<file path="src/rtl/c_subset_token_scanner_assert.svh">
// Assertion macros for the token scanner, clocked on aclk and disabled in reset.
`ifndef C_SUBSET_TOKEN_SCANNER_ASSERT_SVH
`define C_SUBSET_TOKEN_SCANNER_ASSERT_SVH

// Same-cycle implication.
`define CST_ASSERT_NOW(lbl, ante, cons, msg) \
    lbl: assert property (@(posedge aclk) disable iff (!aresetn) (ante) |-> (cons)) \
        else $error(msg);

// Next-cycle implication.
`define CST_ASSERT_NEXT(lbl, ante, cons, msg) \
    lbl: assert property (@(posedge aclk) disable iff (!aresetn) (ante) |=> (cons)) \
        else $error(msg);

`endif

</file>
<file path="src/rtl/cst_pkg.sv">
// Types, codes, keyword table and character classes for the token scanner.
`default_nettype none

package cst_pkg;

    // Scanner modes
    typedef enum logic [2:0] {
        M_IDLE  = 3'd0,
        M_SLASH = 3'd1,
        M_LINE  = 3'd2,
        M_BLOCK = 3'd3,
        M_BSTAR = 3'd4,
        M_IDENT = 3'd5,
        M_CONST = 3'd6,
        M_ERROR = 3'd7
    } scan_mode_t;

    // Token types
    localparam logic [3:0] TOK_END    = 4'd0;
    localparam logic [3:0] TOK_INT    = 4'd1;
    localparam logic [3:0] TOK_VOID   = 4'd2;
    localparam logic [3:0] TOK_RETURN = 4'd3;
    localparam logic [3:0] TOK_IDENT  = 4'd4;
    localparam logic [3:0] TOK_CONST  = 4'd5;
    localparam logic [3:0] TOK_CMT    = 4'd6;
    localparam logic [3:0] TOK_LPAREN = 4'd7;
    localparam logic [3:0] TOK_RPAREN = 4'd8;
    localparam logic [3:0] TOK_LBRACE = 4'd9;
    localparam logic [3:0] TOK_RBRACE = 4'd10;
    localparam logic [3:0] TOK_SEMI   = 4'd11;

    // Error codes
    localparam logic [1:0] ERR_NONE    = 2'd0;
    localparam logic [1:0] ERR_UNTERM  = 2'd1;
    localparam logic [1:0] ERR_BADCONST = 2'd2;
    localparam logic [1:0] ERR_UNKNOWN = 2'd3;

    // Input kinds
    localparam logic KIND_BYTE = 1'b0;
    localparam logic KIND_END  = 1'b1;

    // Characters of interest
    localparam logic [7:0] CH_NL    = 8'h0A;
    localparam logic [7:0] CH_TAB   = 8'h09;
    localparam logic [7:0] CH_CR    = 8'h0D;
    localparam logic [7:0] CH_SPACE = 8'h20;
    localparam logic [7:0] CH_SLASH = 8'h2F;
    localparam logic [7:0] CH_STAR  = 8'h2A;
    localparam logic [7:0] CH_UNDER = 8'h5F;
    localparam logic [7:0] CH_LPAR  = 8'h28;
    localparam logic [7:0] CH_RPAR  = 8'h29;
    localparam logic [7:0] CH_LBRC  = 8'h7B;
    localparam logic [7:0] CH_RBRC  = 8'h7D;
    localparam logic [7:0] CH_SEMI  = 8'h3B;

    // Keyword spelling: int, void, return
    localparam logic [7:0] KW_TEXT [3][6] = '{
        '{8'h69, 8'h6E, 8'h74, 8'h00, 8'h00, 8'h00},
        '{8'h76, 8'h6F, 8'h69, 8'h64, 8'h00, 8'h00},
        '{8'h72, 8'h65, 8'h74, 8'h75, 8'h72, 8'h6E}
    };
    localparam logic [2:0] KW_LEN [3] = '{3'd3, 3'd4, 3'd6};

    // One result item
    typedef struct packed {
        logic [3:0]  token_type;
        logic [1:0]  error_code;
        logic [15:0] start_line;
        logic [15:0] start_column;
        logic [15:0] token_length;
        logic        last_of_run;
    } result_t;

    function automatic logic letter_byte(logic [7:0] c);
        return (c >= 8'h61 && c <= 8'h7A) || (c >= 8'h41 && c <= 8'h5A);
    endfunction

    function automatic logic is_digit(logic [7:0] c);
        return c >= 8'h30 && c <= 8'h39;
    endfunction

    function automatic logic white_byte(logic [7:0] c);
        return c == CH_SPACE || c == CH_TAB || c == CH_NL || c == CH_CR;
    endfunction

    // Drop keyword candidates that do not match c at position idx (7 = past 6)
    function automatic logic [2:0] kw_filter(logic [2:0] alive, logic [2:0] idx,
                                             logic [7:0] c);
        logic [2:0] r;
        r = alive;
        for (int k = 0; k < 3; k++) begin
            if (idx < KW_LEN[k]) begin
                if (KW_TEXT[k][idx] != c) r[k] = 1'b0;
            end else begin
                r[k] = 1'b0;
            end
        end
        return r;
    endfunction

    // Keyword or identifier, from surviving candidates and the length code
    function automatic logic [3:0] ident_type(logic [2:0] alive, logic [2:0] idx);
        logic [3:0] t;
        t = TOK_IDENT;
        if (alive[2] && idx == KW_LEN[2]) t = TOK_RETURN;
        if (alive[1] && idx == KW_LEN[1]) t = TOK_VOID;
        if (alive[0] && idx == KW_LEN[0]) t = TOK_INT;
        return t;
    endfunction

endpackage

`default_nettype wire

</file>
<file path="src/rtl/c_subset_token_scanner.sv">
// Streaming tokenizer for a small C subset: one byte per transfer, tokens out.
//
// Source bytes (s_tuser = 0) or an end-of-buffer mark (s_tuser = 1) enter one
// per cycle while s_tready is high. Each accepted item lands in an input
// register; once the result queue has room for two results, one pass of scanner
// logic updates the mode, position and length registers and writes zero, one
// or two results into a four-entry result queue, which feeds the master side.
// The block sustains one item per cycle as long as items give at most one
// result each and m_tready stays high; an item that gives two results needs two
// output transfers, since the single output port drains the queue one result a cycle.
// s_tready drops while the input register holds an item and the queue has
// fewer than two free entries. Counters are COUNTER_WIDTH bits and saturate;
// reported positions and lengths are clipped to 16 bits. An end-of-buffer
// item always returns the scanner to its reset state.
`default_nettype none

module c_subset_token_scanner #(
    parameter int COUNTER_WIDTH = 16
) (
    input  wire logic        aclk,
    input  wire logic        aresetn,
    // s_tdata: [7:0] source_byte
    input  wire logic        s_tvalid,
    output logic             s_tready,
    input  wire logic [7:0]  s_tdata,
    // s_tuser: [0] kind
    input  wire logic        s_tuser,
    // m_tdata: [1:0] error_code, [17:2] start_line, [33:18] start_column,
    //          [49:34] token_length, [55:50] zero
    output logic             m_tvalid,
    input  wire logic        m_tready,
    output logic [55:0]      m_tdata,
    // m_tuser: [3:0] token_type
    output logic [3:0]       m_tuser,
    output logic             m_tlast
);

    localparam int W = COUNTER_WIDTH;
    localparam logic [W-1:0] CNT_MAX = {W{1'b1}};
    localparam logic [W-1:0] CNT_ONE = W'(1);
    localparam int DEPTH = 4;

    function automatic logic [W-1:0] sat_inc(logic [W-1:0] v);
        return (v == CNT_MAX) ? v : v + CNT_ONE;
    endfunction

    function automatic logic [15:0] clip16(logic [W-1:0] v);
        logic [31:0] v32;
        v32 = 32'(v);
        return (|v32[31:16]) ? 16'hFFFF : v32[15:0];
    endfunction

    function automatic cst_pkg::result_t mk_res(logic [3:0] t, logic [1:0] e,
                                                logic [W-1:0] ln, logic [W-1:0] cl,
                                                logic [W-1:0] len);
        cst_pkg::result_t r;
        r.token_type   = t;
        r.error_code   = e;
        r.start_line   = clip16(ln);
        r.start_column = clip16(cl);
        r.token_length = clip16(len);
        r.last_of_run  = 1'b0;
        return r;
    endfunction

    // Input register
    logic       in_valid_reg;
    logic       in_kind_reg;
    logic [7:0] in_byte_reg;
    logic       stage_fire;

    // Scanner state
    cst_pkg::scan_mode_t mode_reg, mode_next;
    logic [W-1:0] cur_line_reg, cur_line_next;
    logic [W-1:0] cur_col_reg, cur_col_next;
    logic [W-1:0] tok_line_reg, tok_line_next;
    logic [W-1:0] tok_col_reg, tok_col_next;
    logic [W-1:0] len_reg, len_next;
    logic [2:0]   alive_reg, alive_next;

    // Result queue
    cst_pkg::result_t fifo_mem [DEPTH];
    logic [1:0] wr_ptr_reg, rd_ptr_reg;
    logic [2:0] count_reg;
    logic       pop;

    // Results of the current pass
    cst_pkg::result_t res_p, res_q, res_a, res_b;
    logic       p_v, q_v;
    logic [1:0] push_n;

    logic [2:0]  len_code;
    logic [7:0]  c;
    logic [W-1:0] len_inc;

    assign stage_fire = in_valid_reg && (count_reg <= 3'(DEPTH - 2));
    assign s_tready   = !in_valid_reg || stage_fire;
    assign pop        = m_tvalid && m_tready;

    // Input register transfer
    always_ff @(posedge aclk) begin
        if (!aresetn) begin
            in_valid_reg <= 1'b0;
        end else if (s_tready) begin
            in_valid_reg <= s_tvalid;
        end
        if (s_tvalid && s_tready) begin
            in_kind_reg <= s_tuser;
            in_byte_reg <= s_tdata;
        end
    end

    assign c        = in_byte_reg;
    assign len_code = (len_reg > W'(6)) ? 3'd7 : len_reg[2:0];
    assign len_inc  = sat_inc(len_reg);

    // Scanner pass: next state and up to two results
    always_comb begin
        logic again;
        logic fin;
        logic [3:0] single;
        mode_next     = mode_reg;
        cur_line_next = cur_line_reg;
        cur_col_next  = cur_col_reg;
        tok_line_next = tok_line_reg;
        tok_col_next  = tok_col_reg;
        len_next      = len_reg;
        alive_next    = alive_reg;
        p_v   = 1'b0;
        q_v   = 1'b0;
        res_p = '0;
        res_q = '0;
        again = 1'b0;
        fin   = 1'b1;
        single = cst_pkg::TOK_END;

        if (in_kind_reg == cst_pkg::KIND_END) begin
            // End of buffer: flush pending token, then end token unless a slash, block comment or error was pending
            unique case (mode_reg) inside
                cst_pkg::M_SLASH: begin
                    p_v = 1'b1;
                    res_p = mk_res(cst_pkg::TOK_END, cst_pkg::ERR_UNKNOWN,
                                   tok_line_reg, tok_col_reg, CNT_ONE);
                    fin = 1'b0;
                end
                cst_pkg::M_LINE: begin
                    p_v = 1'b1;
                    res_p = mk_res(cst_pkg::TOK_CMT, cst_pkg::ERR_NONE,
                                   tok_line_reg, tok_col_reg, len_reg);
                end
                cst_pkg::M_BLOCK, cst_pkg::M_BSTAR: begin
                    p_v = 1'b1;
                    res_p = mk_res(cst_pkg::TOK_CMT, cst_pkg::ERR_UNTERM,
                                   tok_line_reg, tok_col_reg, len_reg);
                    fin = 1'b0;
                end
                cst_pkg::M_IDENT: begin
                    p_v = 1'b1;
                    res_p = mk_res(cst_pkg::ident_type(alive_reg, len_code),
                                   cst_pkg::ERR_NONE, tok_line_reg, tok_col_reg, len_reg);
                end
                cst_pkg::M_CONST: begin
                    p_v = 1'b1;
                    res_p = mk_res(cst_pkg::TOK_CONST, cst_pkg::ERR_NONE,
                                   tok_line_reg, tok_col_reg, len_reg);
                end
                cst_pkg::M_ERROR: begin
                    fin = 1'b0;
                end
                default: begin
                end
            endcase
            if (fin) begin
                q_v = 1'b1;
                res_q = mk_res(cst_pkg::TOK_END, cst_pkg::ERR_NONE,
                               cur_line_reg, cur_col_reg, '0);
            end
            mode_next     = cst_pkg::M_IDLE;
            cur_line_next = CNT_ONE;
            cur_col_next  = CNT_ONE;
            tok_line_next = CNT_ONE;
            tok_col_next  = CNT_ONE;
            len_next      = '0;
            alive_next    = 3'b111;
        end else begin
            // Source byte in the current mode
            unique case (mode_reg) inside
                cst_pkg::M_IDLE: begin
                    again = 1'b1;
                end
                cst_pkg::M_SLASH: begin
                    if (c == cst_pkg::CH_SLASH || c == cst_pkg::CH_STAR) begin
                        mode_next = (c == cst_pkg::CH_SLASH) ? cst_pkg::M_LINE
                                                             : cst_pkg::M_BLOCK;
                        len_next = len_inc;
                    end else begin
                        p_v = 1'b1;
                        res_p = mk_res(cst_pkg::TOK_END, cst_pkg::ERR_UNKNOWN,
                                       tok_line_reg, tok_col_reg, CNT_ONE);
                        mode_next = cst_pkg::M_ERROR;
                    end
                end
                cst_pkg::M_LINE: begin
                    if (c == cst_pkg::CH_NL) begin
                        p_v = 1'b1;
                        res_p = mk_res(cst_pkg::TOK_CMT, cst_pkg::ERR_NONE,
                                       tok_line_reg, tok_col_reg, len_reg);
                        mode_next = cst_pkg::M_IDLE;
                        again = 1'b1;
                    end else begin
                        len_next = len_inc;
                    end
                end
                cst_pkg::M_BLOCK, cst_pkg::M_BSTAR: begin
                    len_next = len_inc;
                    if (mode_reg == cst_pkg::M_BSTAR && c == cst_pkg::CH_SLASH) begin
                        p_v = 1'b1;
                        res_p = mk_res(cst_pkg::TOK_CMT, cst_pkg::ERR_NONE,
                                       tok_line_reg, tok_col_reg, len_inc);
                        mode_next = cst_pkg::M_IDLE;
                    end else begin
                        mode_next = (c == cst_pkg::CH_STAR) ? cst_pkg::M_BSTAR
                                                            : cst_pkg::M_BLOCK;
                    end
                end
                cst_pkg::M_IDENT: begin
                    if (cst_pkg::letter_byte(c) || cst_pkg::is_digit(c)
                        || c == cst_pkg::CH_UNDER) begin
                        alive_next = cst_pkg::kw_filter(alive_reg, len_code, c);
                        len_next = len_inc;
                    end else begin
                        p_v = 1'b1;
                        res_p = mk_res(cst_pkg::ident_type(alive_reg, len_code),
                                       cst_pkg::ERR_NONE, tok_line_reg, tok_col_reg,
                                       len_reg);
                        mode_next = cst_pkg::M_IDLE;
                        again = 1'b1;
                    end
                end
                cst_pkg::M_CONST: begin
                    if (cst_pkg::is_digit(c)) begin
                        len_next = len_inc;
                    end else if (cst_pkg::letter_byte(c)) begin
                        p_v = 1'b1;
                        res_p = mk_res(cst_pkg::TOK_CONST, cst_pkg::ERR_BADCONST,
                                       tok_line_reg, tok_col_reg, len_reg);
                        mode_next = cst_pkg::M_ERROR;
                    end else begin
                        p_v = 1'b1;
                        res_p = mk_res(cst_pkg::TOK_CONST, cst_pkg::ERR_NONE,
                                       tok_line_reg, tok_col_reg, len_reg);
                        mode_next = cst_pkg::M_IDLE;
                        again = 1'b1;
                    end
                end
                default: begin
                end
            endcase

            // Byte seen from idle: punctuation, token start or unknown
            if (again && !cst_pkg::white_byte(c)) begin
                unique case (c)
                    cst_pkg::CH_LPAR: single = cst_pkg::TOK_LPAREN;
                    cst_pkg::CH_RPAR: single = cst_pkg::TOK_RPAREN;
                    cst_pkg::CH_LBRC: single = cst_pkg::TOK_LBRACE;
                    cst_pkg::CH_RBRC: single = cst_pkg::TOK_RBRACE;
                    cst_pkg::CH_SEMI: single = cst_pkg::TOK_SEMI;
                    default:          single = cst_pkg::TOK_END;
                endcase
                if (single != cst_pkg::TOK_END) begin
                    q_v = 1'b1;
                    res_q = mk_res(single, cst_pkg::ERR_NONE,
                                   cur_line_reg, cur_col_reg, CNT_ONE);
                end else if (c == cst_pkg::CH_SLASH || cst_pkg::is_digit(c)
                             || cst_pkg::letter_byte(c)) begin
                    tok_line_next = cur_line_reg;
                    tok_col_next  = cur_col_reg;
                    len_next      = CNT_ONE;
                    if (c == cst_pkg::CH_SLASH) begin
                        mode_next = cst_pkg::M_SLASH;
                    end else if (cst_pkg::is_digit(c)) begin
                        mode_next = cst_pkg::M_CONST;
                    end else begin
                        mode_next  = cst_pkg::M_IDENT;
                        alive_next = cst_pkg::kw_filter(3'b111, 3'd0, c);
                    end
                end else begin
                    q_v = 1'b1;
                    res_q = mk_res(cst_pkg::TOK_END, cst_pkg::ERR_UNKNOWN,
                                   cur_line_reg, cur_col_reg, CNT_ONE);
                    mode_next = cst_pkg::M_ERROR;
                end
            end

            // Position update
            if (c == cst_pkg::CH_NL) begin
                cur_line_next = sat_inc(cur_line_reg);
                cur_col_next  = CNT_ONE;
            end else begin
                cur_col_next  = sat_inc(cur_col_reg);
            end
        end
    end

    // Order results into queue slots and mark the final one
    always_comb begin
        res_a = p_v ? res_p : res_q;
        res_b = res_q;
        push_n = 2'(p_v) + 2'(q_v);
        if (push_n == 2'd2) begin
            res_b.last_of_run = 1'b1;
        end else begin
            res_a.last_of_run = 1'b1;
        end
    end

    // Scanner state registers
    always_ff @(posedge aclk) begin
        if (!aresetn) begin
            mode_reg     <= cst_pkg::M_IDLE;
            cur_line_reg <= CNT_ONE;
            cur_col_reg  <= CNT_ONE;
            tok_line_reg <= CNT_ONE;
            tok_col_reg  <= CNT_ONE;
            len_reg      <= '0;
            alive_reg    <= 3'b111;
        end else if (stage_fire) begin
            mode_reg     <= mode_next;
            cur_line_reg <= cur_line_next;
            cur_col_reg  <= cur_col_next;
            tok_line_reg <= tok_line_next;
            tok_col_reg  <= tok_col_next;
            len_reg      <= len_next;
            alive_reg    <= alive_next;
        end
    end

    // Result queue storage
    always_ff @(posedge aclk) begin
        if (stage_fire && push_n != 2'd0) begin
            fifo_mem[wr_ptr_reg] <= res_a;
        end
        if (stage_fire && push_n == 2'd2) begin
            fifo_mem[wr_ptr_reg + 2'd1] <= res_b;
        end
    end

    // Result queue pointers
    always_ff @(posedge aclk) begin
        if (!aresetn) begin
            wr_ptr_reg <= '0;
            rd_ptr_reg <= '0;
            count_reg  <= '0;
        end else begin
            if (stage_fire) begin
                wr_ptr_reg <= wr_ptr_reg + push_n;
            end
            if (pop) begin
                rd_ptr_reg <= rd_ptr_reg + 2'd1;
            end
            count_reg <= count_reg + (stage_fire ? 3'(push_n) : 3'd0) - 3'(pop);
        end
    end

    // Master side
    assign m_tvalid = count_reg != 3'd0;
    assign m_tdata  = {6'd0, fifo_mem[rd_ptr_reg].token_length,
                       fifo_mem[rd_ptr_reg].start_column,
                       fifo_mem[rd_ptr_reg].start_line,
                       fifo_mem[rd_ptr_reg].error_code};
    assign m_tuser  = fifo_mem[rd_ptr_reg].token_type;
    assign m_tlast  = fifo_mem[rd_ptr_reg].last_of_run;

`include "c_subset_token_scanner_assert.svh"

    `CST_ASSERT_NOW(a_queue_bound, 1'b1, count_reg <= 3'(DEPTH), "result queue overflow")
    `CST_ASSERT_NOW(a_push_fits, stage_fire, (count_reg + 3'(push_n)) <= 3'(DEPTH), "push overruns queue")
    `CST_ASSERT_NOW(a_error_silent, stage_fire && mode_reg == cst_pkg::M_ERROR, push_n == 2'd0, "result while dropping bytes")
    `CST_ASSERT_NEXT(a_end_resets, stage_fire && in_kind_reg == cst_pkg::KIND_END, mode_reg == cst_pkg::M_IDLE && cur_line_reg == CNT_ONE && cur_col_reg == CNT_ONE, "end item did not reset scanner")

endmodule

`default_nettype wire

</file>
<file path="config.mk">
export PLATFORM = sky130hd
export DESIGN_NAME = c_subset_token_scanner
export DESIGN_NICKNAME = d
export VERILOG_FILES = /design/src/rtl/cst_pkg.sv /design/src/rtl/c_subset_token_scanner.sv
export VERILOG_INCLUDE_DIRS = /design/src /design/src/rtl
export SDC_FILE = /design/constraint.sdc
export NUM_CORES = 1
export LEC_CHECK = 0
export BUFFER_PORTS_ARGS = -buffer_cell sky130_fd_sc_hd__buf_2
export CORE_UTILIZATION = 35
export CTS_BUF_LIST = sky130_fd_sc_hd__clkbuf_16
export CTS_CLUSTER_SIZE = 10
export DETAILED_ROUTE_END_ITERATION = 8
export HOLD_SLACK_MARGIN = 0.08
export PLACE_DENSITY = 0.49
export RECOVER_POWER = 25
export SYNTH_ARGS = -nofsm -noshare
export SYNTH_HDL_FRONTEND = slang
export SYNTH_SLANG_ARGS = --single-unit
export TNS_END_PERCENT = 5
</file>
<file path="constraint.sdc">
create_clock -name aclk -period 6.7 [get_ports aclk]
set_input_delay 0.335 -clock aclk [delete_from_list [all_inputs] [get_ports aclk]]
set_output_delay 0.335 -clock aclk [all_outputs]
set_load 0.01 [all_outputs]
</file>
==> flow_results.xml <==
<?xml version="1.0" encoding="UTF-8"?>
<metrics>
  <group name="status">
    <metric name="run_status" unit="">complete, but fails checks</metric>
    <metric name="violations" unit="">max-capacitance violations, max-slew violations</metric>
  </group>
  <group name="run">
    <metric name="max_capacitance_violation_count" unit="">3</metric>
  </group>
  <group name="yosys">
    <metric name="synthDistinctLibCells" unit="">85</metric>
    <metric name="mappedNetlistArea" unit="um2">16000</metric>
    <metric name="synth_largest_area_cell" unit="">edfxtp_1</metric>
    <metric name="synth_edf_count" unit="">169</metric>
    <metric name="postSynthAreaPerCell" unit="um2">10.3</metric>
    <metric name="synth.yosys.warnings" unit="">0</metric>
    <metric name="synth_async_sr_flop_share" unit="">0</metric>
    <metric name="main_area_contributors_after_synthesis" unit="">edfxtp_1 32%, dfxtp_1 19%, mux4_2 7.7%</metric>
    <metric name="ffs_latches_synth" unit="">325</metric>
    <metric name="netlist_instances" unit="">1561</metric>
    <metric name="commonest_cells_post_synth" unit="">276 x nand2_1, 173 x o21ai_0, 169 x edfxtp_1</metric>
    <metric name="synth_ff_type" unit="">edfxtp_1</metric>
    <metric name="yosys.cell_count.top_type" unit="">nand2_1</metric>
    <metric name="synth_sequential_area_ratio" unit="">0.511</metric>
    <metric name="synth_top_area_share" unit="">0.316</metric>
  </group>
  <group name="placed_design">
    <metric name="placement.io_buffers" unit="">69</metric>
    <metric name="hpwlAfterDp" unit="mm">30.4</metric>
    <metric name="numPlacedInstances" unit="">2148</metric>
    <metric name="placement.setup.worst_slack" unit="ps">1230</metric>
    <metric name="routabilityCongestion" unit="">0.865</metric>
  </group>
  <group name="sta">
    <metric name="hold_viol_final" unit="">0</metric>
    <metric name="final_worst_setup_slack" unit="ps">745</metric>
    <metric name="tightestPinTransition" unit="ps">3900</metric>
    <metric name="setup_violations" unit="">0</metric>
    <metric name="timing.clock.skew" unit="ps">25.1</metric>
    <metric name="finalCriticalPeriod" unit="ps">5960</metric>
    <metric name="max_clock_freq" unit="GHz">0.168</metric>
    <metric name="slew_headroom" unit="">-1.60</metric>
    <metric name="final.setup.tns" unit="ps">0</metric>
    <metric name="finalMaxSlewViolations" unit="">97</metric>
    <metric name="final_min_period_over_clock_period" unit="">0.889</metric>
    <metric name="grt_setup_unrepaired" unit="">no</metric>
  </group>
  <group name="global_route">
    <metric name="grtUsageTotal" unit="">0.207</metric>
    <metric name="grt_pass1_vias" unit="">12500</metric>
    <metric name="antenna_found_initial" unit="">0</metric>
    <metric name="grt_max_degree" unit="">56</metric>
    <metric name="gr-total-overflow" unit="">0</metric>
    <metric name="first_pass_grt_wire_length" unit="mm">74.8</metric>
  </group>
  <group name="cells_and_area">
    <metric name="layout.cells.non_filler" unit="">2231</metric>
    <metric name="largest_register_ffs" unit="">220</metric>
    <metric name="antenna-diode-count" unit="">0</metric>
    <metric name="finalNetCount" unit="">1627</metric>
    <metric name="flow.area_growth_from_synthesis" unit="%">12.6</metric>
    <metric name="drive_gt1_frac" unit="">0.107</metric>
    <metric name="max_flop_register" unit="">fifo_mem</metric>
  </group>
  <group name="clock_network">
    <metric name="tritoncts_num_sinks" unit="">325</metric>
    <metric name="htree_levels" unit="">2</metric>
    <metric name="root_buffer" unit="">clkbuf_16</metric>
    <metric name="path_clk_slew" unit="ps">60</metric>
    <metric name="cts-root-to-sink-buffers" unit="">3</metric>
    <metric name="clock_tree_from_tritoncts" unit="">built</metric>
    <metric name="cts_made_buffers" unit="">40</metric>
    <metric name="clock_latency" unit="ps">570</metric>
    <metric name="cts_setup_buffers" unit="">0</metric>
  </group>
  <group name="die">
    <metric name="fp.dieW" unit="um">216</metric>
    <metric name="initial_core_util" unit="">0.354</metric>
    <metric name="core-area" unit="um2">45300</metric>
    <metric name="rows" unit="">78</metric>
    <metric name="die_height" unit="um">216</metric>
    <metric name="floorplan.io_pins" unit="">76</metric>
    <metric name="die_footprint" unit="um2">46700</metric>
  </group>
  <group name="routing">
    <metric name="route.detailed.wl_per_inst" unit="um">21.6</metric>
    <metric name="route.final.wire_length" unit="mm">48.1</metric>
    <metric name="post_drt_via_cell_ratio" unit="">5.62</metric>
    <metric name="detailedRoute.firstPassIterationCount" unit="">5</metric>
    <metric name="ant_nets" unit="">0</metric>
    <metric name="post-route-drc-count" unit="">0</metric>
    <metric name="routed-via-count" unit="">12500</metric>
    <metric name="detailedRoute.firstIterationViolations" unit="">1092</metric>
  </group>
  <group name="critical_path">
    <metric name="critPathSlowestCell" unit="">a2111oi_0</metric>
    <metric name="setup.worst_path.start" unit="">c[1]</metric>
    <metric name="r2r_slack" unit="ps">740</metric>
    <metric name="worstPathArrival" unit="ps">6320</metric>
    <metric name="critPathCaptureType" unit="">flip-flop</metric>
    <metric name="cp_max_fo" unit="">22</metric>
    <metric name="cp_num_buf_inv" unit="">0</metric>
    <metric name="worstPathRequired" unit="ps">7070</metric>
    <metric name="crit-reg2reg-launch" unit="">c[1]</metric>
    <metric name="crit-reg2reg-capture" unit="">fifo_mem[1][49]</metric>
    <metric name="critPathCapture" unit="">fifo_mem[1][49]</metric>
    <metric name="critPathTopFamily" unit="">compound AO/OA/AOI/OAI gates</metric>
    <metric name="timing.setup.critical_path_class" unit="">reg2reg</metric>
    <metric name="timing.critical_path.cells" unit="">or4_1 -&gt; a32oi_1 -&gt; o211ai_1 -&gt; a2111oi_0 -&gt; nand2_1 -&gt; o221ai_1</metric>
    <metric name="slowest_delay" unit="ps">2580</metric>
    <metric name="critical_path_cell_count" unit="">6</metric>
    <metric name="r2r.worst_path.cells" unit="">6</metric>
    <metric name="worstSetupStartpointType" unit="">flip-flop</metric>
  </group>
  <group name="pwr">
    <metric name="leakage" unit="nW">5.78</metric>
    <metric name="max-vdd-ir-drop" unit="V">0.000170</metric>
    <metric name="p_total" unit="W">0.00532</metric>
    <metric name="ratio_of_total_power_to_cell_area" unit="nW/um2">295</metric>
  </group>
  <group name="min_path">
    <metric name="timing.hold.worst.class" unit="">in2reg</metric>
  </group>
</metrics>
cell type report:
cell class	count	area, um2
clock buffer	41	1030
clock inverter	32	155
fill	4497	27200
inverter	25	96.3
multi-input combinational	1097	7200
sequential	325	8200
tap	600	751
timing repair buffer	111	629
stage by stage:
step | util | hold slack (ps) | instance area (um2)
floorplan | - | 420 | 16100
global placement | 0.373 | 429 | 16900
detailed placement | 0.373 | 443 | 16900
CTS | 0.402 | 221 | 18200
global route | 0.399 | 271 | 18100
finish | 0.399 | 249 | 18100
power by group:
group | total (W) | internal [W] | switching (W)
sequential | 0.00228 | 0.00218 | 0.000104
clock | 0.00197 | 0.00111 | 0.000860
combinational | 0.00107 | 0.000402 | 0.000667
worst min path at each step:
stage | start | end | slack, ps | cells past startpoint
2_1_floorplan | fifo_mem[2][11] | fifo_mem[2][11] | 420 | 2
3_3_place_gp | fifo_mem[3][7] | fifo_mem[3][7] | 430 | 2
3_5_place_dp | fifo_mem[1][14] | fifo_mem[1][14] | 440 | 2
4_1_cts | aresetn | cur_line_reg[0] | 220 | 2
5_1_grt | aresetn | cur_line_reg[0] | 270 | 2
6_report | aresetn | cur_line_reg[0] | 250 | 2
logic make-up after synthesis:
group | synth area share
flip-flops | 0.511
XOR/XNOR | 0.0197
adder cells (fa/ha/maj) | 0.0114
AO/OA/AOI/OAI | 0.168
multiplexers | 0.0810
other | 0.000234
buffers and inverters | 0.0406
AND/OR/NAND/NOR | 0.168
cells in the final DEF, fill, tap and decap left out, types with 20 or more instances in the layout:
cell / n
a31oi_1: 20
o21ai_0: 173
buf_4: 27
a22o_1: 51
clkbuf_1: 59
o22ai_1: 24
o21ai_1: 25
nand4_1: 26
mux4_2: 55
nand3_1: 39
nor2_1: 82
a21oi_1: 41
nor3_1: 23
edfxtp_1: 169
nand2_1: 276
inv_1: 42
dfxtp_1: 154
xor2_1: 22
clkbuf_16: 41
what timing repair did:
action,4_1_cts,5_1_grt
hold buffers,10,0
endpoints found under the hold margin,10,0
setup endpoints to repair,0,0
gates resized for setup,0,0
routing by layer:
| metal | part of all wire | vias to the layer above | track usage | wire, um |
|---|---|---|---|---|
| met1 | 0.45 | 6173 | 0.270 | 21500 |
| li1 | - | 5906 | - | - |
| met4 | 0.023 | 0 | 0.0683 | 1120 |
| met3 | 0.050 | 70 | 0.0272 | 2430 |
| met2 | 0.48 | 393 | 0.352 | 23100 |
| met5 | 0 | - | 0 | 0 |
Note: power is estimated with default switching activity, not from simulation.
